<file path="src/hw/rtl/ltc_pkg.sv">
`default_nettype none
// ----------------------------------------------------------------------------
// ltc_pkg
// shared types and fixed field widths for the lru tag cache
// ----------------------------------------------------------------------------
package ltc_pkg;

  localparam int unsigned KEY_IN_BITS = 32;
  localparam int unsigned HANDLE_BITS = 32;
  localparam int unsigned SLOT_BITS   = 3;

  typedef enum logic [1:0] {
    OP_LOOKUP = 2'd0,
    OP_INSERT = 2'd1,
    OP_CLEAR  = 2'd2
  } op_t;

  typedef enum logic [3:0] {
    S_IDLE  = 4'b0001,
    S_SCAN  = 4'b0010,
    S_WRITE = 4'b0100,
    S_RESP  = 4'b1000
  } state_t;

endpackage
`default_nettype wire

</file>
<file path="src/hw/rtl/ltc_ram.sv">
`default_nettype none
// ----------------------------------------------------------------------------
// ltc_ram
// generic single write port, single read port ram with registered read
// ----------------------------------------------------------------------------
module ltc_ram #(
  parameter int unsigned WIDTH = 96,
  parameter int unsigned DEPTH = 8
) (
  input  wire logic                     clk,
  input  wire logic                     we,
  input  wire logic [$clog2(DEPTH)-1:0] waddr,
  input  wire logic [WIDTH-1:0]         wdata,
  input  wire logic [$clog2(DEPTH)-1:0] raddr,
  output logic      [WIDTH-1:0]         rdata
);

  logic [WIDTH-1:0] mem [DEPTH];

  always_ff @(posedge clk) begin
    if (we) begin
      mem[waddr] <= wdata;
    end
    rdata <= mem[raddr];
  end

endmodule
`default_nettype wire

</file>
<file path="src/hw/rtl/lru_tag_cache_8way.sv">
`default_nettype none
// ----------------------------------------------------------------------------
// lru_tag_cache_8way
// fully associative tag cache with least recently used replacement by stamp
// ----------------------------------------------------------------------------
//
//   channel | direction | handshake            | payload
//   --------+-----------+----------------------+------------------------------
//   request | in        | in_valid / in_ready  | op, key, handle
//   result  | out       | out_valid / out_ready| hit, slot, handle_out,
//           |           |                      | release_old
//
// lookup and insert make one sequential pass over the entry ram (one read
// and one compare per way, the compare lagging the registered read), then a
// write-back state, then a result state. clear and the unused op code go
// straight to the write-back state and then the result state.
// in_ready is high only in idle; a result waiting on out_ready does not
// block the next request, only the hand-off of that request's own result.
// rst is synchronous: all entries invalid, use counter zero, no result held.
// ----------------------------------------------------------------------------
module lru_tag_cache_8way
  import ltc_pkg::*;
#(
  parameter int unsigned WAYS     = 8,
  parameter int unsigned KEY_BITS = 32,
  parameter int unsigned AGE_BITS = 32
) (
  input  wire logic                   clk,
  input  wire logic                   rst,
  input  wire logic                   in_valid,
  output logic                        in_ready,
  input  wire logic [1:0]             op,
  input  wire logic [KEY_IN_BITS-1:0] key,
  input  wire logic [HANDLE_BITS-1:0] handle,
  output logic                        out_valid,
  input  wire logic                   out_ready,
  output logic                        hit,
  output logic [SLOT_BITS-1:0]        slot,
  output logic [HANDLE_BITS-1:0]      handle_out,
  output logic                        release_old
);

  localparam int unsigned IDX_W = $clog2(WAYS);
  localparam int unsigned CNT_W = $clog2(WAYS + 1);
  localparam int unsigned ENT_W = KEY_BITS + HANDLE_BITS + AGE_BITS;

  // ram word layout: key on top, handle in the middle, age stamp at the bottom

  state_t state;

  // latched request
  op_t                  req_op;
  logic [KEY_BITS-1:0]  req_key;
  logic [HANDLE_BITS-1:0] req_handle;

  // entry state kept in flops
  logic [WAYS-1:0]      valid;
  logic [AGE_BITS-1:0]  counter;

  // scan sequencing
  logic [CNT_W-1:0]     cnt;
  logic                 cmp_en;
  logic [IDX_W-1:0]     cmp_idx;

  // scan trackers
  logic                 match_found;
  logic [IDX_W-1:0]     match_idx;
  logic [HANDLE_BITS-1:0] match_handle;
  logic                 free_found;
  logic [IDX_W-1:0]     free_idx;
  logic [AGE_BITS-1:0]  min_age;
  logic [IDX_W-1:0]     min_idx;
  logic [HANDLE_BITS-1:0] min_handle;

  // pending result
  logic                 res_hit;
  logic [IDX_W-1:0]     res_slot;
  logic [HANDLE_BITS-1:0] res_handle;
  logic                 res_rel;

  // ram ports
  logic                 ram_we;
  logic [IDX_W-1:0]     ram_waddr;
  logic [ENT_W-1:0]     ram_wdata;
  logic [ENT_W-1:0]     ram_rdata;

  logic [KEY_BITS-1:0]    ent_key;
  logic [HANDLE_BITS-1:0] ent_handle;
  logic [AGE_BITS-1:0]    ent_age;
  logic                   ent_valid;

  logic [AGE_BITS-1:0]    new_age;
  logic [IDX_W-1:0]       ins_idx;
  logic                   req_xfer;
  logic                   out_free;

  assign in_ready = (state == S_IDLE);
  assign req_xfer = in_valid && in_ready;
  assign out_free = !out_valid || out_ready;

  assign ent_key    = ram_rdata[ENT_W-1 -: KEY_BITS];
  assign ent_handle = ram_rdata[AGE_BITS +: HANDLE_BITS];
  assign ent_age    = ram_rdata[AGE_BITS-1:0];
  assign ent_valid  = valid[cmp_idx];

  assign new_age = counter + AGE_BITS'(1);

  // insert target: present key, else first free way, else oldest stamp
  always_comb begin
    priority if (match_found) begin
      ins_idx = match_idx;
    end else if (free_found) begin
      ins_idx = free_idx;
    end else begin
      ins_idx = min_idx;
    end
  end

  // write-back: lookup keeps its handle and only restamps
  always_comb begin
    ram_we    = 1'b0;
    ram_waddr = ins_idx;
    ram_wdata = {req_key, req_handle, new_age};
    if (state == S_WRITE) begin
      unique case (req_op)
        OP_LOOKUP: begin
          ram_we    = match_found;
          ram_waddr = match_idx;
          ram_wdata = {req_key, match_handle, new_age};
        end
        OP_INSERT: begin
          ram_we = 1'b1;
        end
        default: begin
          ram_we = 1'b0;
        end
      endcase
    end
  end

  ltc_ram #(
    .WIDTH (ENT_W),
    .DEPTH (WAYS)
  ) u_entries (
    .clk   (clk),
    .we    (ram_we),
    .waddr (ram_waddr),
    .wdata (ram_wdata),
    .raddr (cnt[IDX_W-1:0]),
    .rdata (ram_rdata)
  );

  // sequencer
  always_ff @(posedge clk) begin
    if (rst) begin
      state   <= S_IDLE;
      valid   <= '0;
      counter <= '0;
      cnt     <= '0;
      cmp_en  <= 1'b0;
    end else begin
      unique case (state)
        S_IDLE: begin
          cnt    <= '0;
          cmp_en <= 1'b0;
          if (req_xfer) begin
            if (op == OP_LOOKUP || op == OP_INSERT) begin
              state <= S_SCAN;
            end else begin
              state <= S_WRITE;
            end
          end
        end
        S_SCAN: begin
          // issue one read per cycle, each way is compared in the cycle after its read
          cmp_en <= (cnt != CNT_W'(WAYS));
          if (cnt == CNT_W'(WAYS)) begin
            state <= S_WRITE;
          end else begin
            cnt <= cnt + CNT_W'(1);
          end
        end
        S_WRITE: begin
          cmp_en <= 1'b0;
          unique case (req_op)
            OP_LOOKUP: begin
              if (match_found) begin
                counter <= new_age;
              end
            end
            OP_INSERT: begin
              counter          <= new_age;
              valid[ins_idx]   <= 1'b1;
            end
            OP_CLEAR: begin
              counter <= '0;
              valid   <= '0;
            end
            default: begin
              counter <= counter;
            end
          endcase
          state <= S_RESP;
        end
        S_RESP: begin
          if (out_free) begin
            state <= S_IDLE;
          end
        end
        default: begin
          state <= S_IDLE;
        end
      endcase
    end
  end

  // request latch, scan trackers and pending result
  always_ff @(posedge clk) begin
    if (req_xfer) begin
      req_op      <= op_t'(op);
      req_key     <= KEY_BITS'(key);
      req_handle  <= handle;
      match_found <= 1'b0;
      free_found  <= 1'b0;
    end

    if (state == S_SCAN) begin
      cmp_idx <= cnt[IDX_W-1:0];
    end

    if (state == S_SCAN && cmp_en) begin
      if (!match_found && ent_valid && ent_key == req_key) begin
        match_found  <= 1'b1;
        match_idx    <= cmp_idx;
        match_handle <= ent_handle;
      end
      if (!free_found && !ent_valid) begin
        free_found <= 1'b1;
        free_idx   <= cmp_idx;
      end
      // strict compare keeps the lowest way on equal stamps
      if (cmp_idx == '0 || ent_age < min_age) begin
        min_age    <= ent_age;
        min_idx    <= cmp_idx;
        min_handle <= ent_handle;
      end
    end

    if (state == S_WRITE) begin
      res_hit    <= 1'b0;
      res_slot   <= '0;
      res_handle <= '0;
      res_rel    <= 1'b0;
      unique case (req_op)
        OP_LOOKUP: begin
          if (match_found) begin
            res_hit    <= 1'b1;
            res_slot   <= match_idx;
            res_handle <= match_handle;
          end
        end
        OP_INSERT: begin
          res_hit  <= match_found;
          res_slot <= ins_idx;
          res_rel  <= match_found || !free_found;
          priority if (match_found) begin
            res_handle <= match_handle;
          end else if (!free_found) begin
            res_handle <= min_handle;
          end
        end
        default: begin
          res_hit <= 1'b0;
        end
      endcase
    end
  end

  // output register
  always_ff @(posedge clk) begin
    if (rst) begin
      out_valid <= 1'b0;
    end else if (state == S_RESP && out_free) begin
      out_valid <= 1'b1;
    end else if (out_ready) begin
      out_valid <= 1'b0;
    end
  end

  always_ff @(posedge clk) begin
    if (state == S_RESP && out_free) begin
      hit         <= res_hit;
      slot        <= SLOT_BITS'(res_slot);
      handle_out  <= res_handle;
      release_old <= res_rel;
    end
  end

endmodule
`default_nettype wire

</file>
<file path="config.mk">
export PLATFORM = sky130hd
export DESIGN_NAME = lru_tag_cache_8way
export DESIGN_NICKNAME = d
export VERILOG_FILES = /design/src/hw/rtl/ltc_pkg.sv /design/src/hw/rtl/ltc_ram.sv /design/src/hw/rtl/lru_tag_cache_8way.sv
export SDC_FILE = /design/constraint.sdc
export NUM_CORES = 1
export LEC_CHECK = 0
export ABC_AREA = 1
export BUFFER_PORTS_ARGS = -buffer_cell sky130_fd_sc_hd__buf_2
export CAP_MARGIN = 20
export CELL_PAD_IN_SITES_DETAIL_PLACEMENT = 1
export CELL_PAD_IN_SITES_GLOBAL_PLACEMENT = 2
export CORE_AREA = 2 2 350 352
export CTS_BUF_LIST = sky130_fd_sc_hd__clkbuf_4
export CTS_CLUSTER_DIAMETER = 100
export DETAILED_ROUTE_END_ITERATION = 6
export DIE_AREA = 0 0 352 354
export PLACE_DENSITY_LB_ADDON = 0.1
export SYNTH_ARGS = -nofsm -noshare
export SYNTH_HDL_FRONTEND = slang
export SYNTH_SLANG_ARGS = --single-unit
</file>
<file path="constraint.sdc">
create_clock -name clk -period 8.8 [get_ports clk]
set_input_delay 0.44 -clock clk [delete_from_list [all_inputs] [get_ports clk]]
set_output_delay 0.44 -clock clk [all_outputs]
set_load 0.01 [all_outputs]
</file>
==> impl_results.md <==
* Status: finished, final reports clean
* Post-synth EDFFs at slightly above 1000
* RSZ-0062 raised after global routing: no
* Setup CP Type: flop to flop
* Routed met3 length at between 4 and 5 mm
* Period Utilization, post-route at 0.422
* Most frequent CP cell: nand2_1
* HP Class: primary input to flop
* Area share of the largest cell type after synthesis at 0.687
* Design area at ~52000 µm²
* Fin. max-slew vios at 0
* CTS Buf Count at 335
* Crit-path cells: inv_8, buf_12, ha_1, nand3_1, nand2_1, inv_1, nor3_1, dlygate4sd3_1, nand2_1, nor2_1
* Reg power frac at 0.519
* MaxCap Viol Count at 0
* Met2 WL post-DR at approximately 60 mm
* Buffers on Ports at ~110
* Sw power at between 0.002 and 0.003 W
* Placed Area at 46700 µm²
* Grt ovf at 0
* Yosys top cell by area: edfxtp_1
* Top cells by area, synth: edfxtp_1 69%, dfxtp_1 6.7%, nor2_1 6.3%
* Overall global routing resource usage at 0.203
* Pin count of the biggest net entering global routing at 195
* CTS Root Cell: clkbuf_4
* Slowest cell on the critical path: buf_12
* CP max stage delay at approximately 670 ps
* DP HPWL at 69.0 mm
* Mapped Cells at 3505
* Die H at 354 µm
* Combinational group share of total power at 0.061
* Met1 WL at 56.9 mm
* ANT nets after route at 0
* Final core occ at 0.434
* Leak at between 15 and 20 nW
* Library cells used by synthesis at 46
* Layout cells sized above 1 at 0.184
* Max H-tree Level at 5
* Core Region at between 100000 and 150000 µm²
* First-pass GRT wire length at 192 mm
* # IOs at between 100 and 150
* Final Hold Viols at 0
* Worst-skew pair later-pin latency at about 1300 ps
* Sink Count at approximately 1200
* Overall power at 0.0121 W
* Min Tclk post-route at 3710 ps
* Die Area at about 120000 µm²
* Required time of the worst setup path at 9930 ps
* Max Root-Sink Buffers at 4
* First-pass DRT Iterations at 5
* Post-route DRC violation count at 0
* CTS tree: done
* Max layer used: met4
* Initial DRC Count at around 1600
* Switching share of power at 0.236
* Post-synth top flop: edfxtp_1
* Die width at between 300 and 400 µm
* Top cells by count, synth: 1016 x edfxtp_1, 746 x nor2_1, 466 x o21ai_0
* Fillers at about 13000
* Fraction of registers with async set/reset at 0
* Synth Warn # at 0
* Post_cts resized at 0
* Sequential share of the synthesized area at 0.753
* Internal power at around 0.0092 W
* Vias in the first global route at 31606
* DR WL/cell at about 22 µm
* CP Launch Type: flop
* DR vias at around 29000
* Worst Skew at between 80 and 90 ps
* Initial Util at 0.368
* Relative slew slack at 0.228
* Final setup viols at 0
* Maximum achievable frequency at between 200 and 300 MHz
* Final nets at about 4100
* Worst VDD drop at ~150 µV
* P per Cell Area at between 200 and 250 nW/µm²
* FF+latch count, synth at roughly 1200
* Clk network pwr share at 0.421
* Syn nets at 3612
* Area grow syn2layout at 18.1%
* Placer Congestion at approximately 0.76
* Synthesized area per cell at 12.7 µm²
* Clk slew on worst S/H paths at 70 ps
* Worst setup EP type: flop
* Vias per cell at around 5.0
* Hold buffers post-CTS at 136
* Slew @ Worst Pin at 1150 ps
* Post-Route Setup TNS at 0 ps
* Routed wire length at ~130 mm
* Initial antenna violation count at 5
* Critical Path AT at ~4900 ps
* Synthesized area at approximately 44000 µm²
* Cell with the most instances after synthesis: edfxtp_1
* Worst-path fanout max at about 190
* Postcts setup bufs at 0
* Num rows at between 100 and 150
-- critical path: cells and delay by family, from the launching register on --
kind | cells | cell delay [ps]
buffers and inverters | 4 | 1850
and+or+nand+nor | 5 | 600
DFF | 1 | 580
adders and majority gates | 1 | 270
-- routing by layer --
| metal | up-vias | GRT usage |
|---|---|---|
| li1 | 13628 | - |
| met4 | 0 | 0.0817 |
| met2 | 614 | 0.339 |
| met1 | 14741 | 0.259 |
| met3 | 239 | 0.0391 |
| met5 | - | 0 |
-- through the flow --
| step | std cells | hold WS (ps) | setup WS (ps) |
|---|---|---|---|
| 3_5_place_dp | 5100 | 406 | 4660 |
| 3_3_place_gp | 5099 | 401 | 4670 |
| 4_1_cts | 5821 | 15.6 | 4640 |
| 2_1_floorplan | 3505 | 400 | 2540 |
| 6_report | 5841 | 185 | 5090 |
| 5_1_grt | 5840 | 17.5 | 4730 |
-- sequential cells by signal (all words and copies together) (netlist names), 32 cells and up --
register,cells
res_handle,32
min_age,32
match_handle,32
min_handle,32
u_entries.mem,768
req_key,32
u_entries.rdata,96
counter,32
req_handle,32
handle_out,32
-- power by group through the flow --
stage          combinational [W]  clock (W)  sequential, W
5_1_grt                 0.000828    0.00555        0.00628
4_1_cts                 0.000746    0.00526        0.00627
2_1_floorplan           0.000428          0        0.00633
3_3_place_gp            0.000677          0        0.00638
3_5_place_dp            0.000695          0        0.00639
6_report                0.000735    0.00508        0.00627
-- worst paths after layout --
| path | start | endpoint | slack [ps] | cells after the start |
|---|---|---|---|---|
| worst max-delay path | cnt[0] | state[2] | 5090 | 10 |
| worst min-delay path | op[1] | req_op[1] | 190 | 2 |
| worst max register to register | cnt[0] | state[2] | 5090 | 10 |
| worst min register to register | res_handle[5] | handle_out[5] | 400 | 0 |
-- kinds of logic after synthesis --
kind of cell,count (synthesis),share of synthesized area
compound gates,748,0.0911
xor+xnor,22,0.00493
fa+ha+maj,37,0.0104
simple gates,1166,0.107
flops,1164,0.753
buf+inv,368,0.0333
-- layout make-up --
class                   count  area [µm²]  share of cell area
repair buffers            292        2340              0.0446
well taps                1625        2030              0.0387
clock buffers             537        4030              0.0768
flip-flops and latches   1164       33500               0.638
diodes                     10        25.0            0.000477
multi-input cells        1973        9590               0.183
inverters                 192         738              0.0141
clock inverters            48         263             0.00501
-- placed cells by master, fill, tap and decap left out, types with 21 or more instances in the layout --
master	synthesis	layout
o22ai_1	101	101
nor2_1	746	735
clkinv_1	1	42
a21oi_1	66	65
dfxtp_1	148	146
dlygate4sd3_1	0	136
a31oi_1	97	97
buf_2	42	109
buf_4	12	33
inv_1	179	178
nand3_1	73	73
nand2_1	251	251
ha_1	37	37
nand4_1	25	25
clkbuf_4	0	544
edfxtp_1	1016	1016
o21ai_0	466	466
nor3_1	21	21
Power figures use the tool's default switching activity.
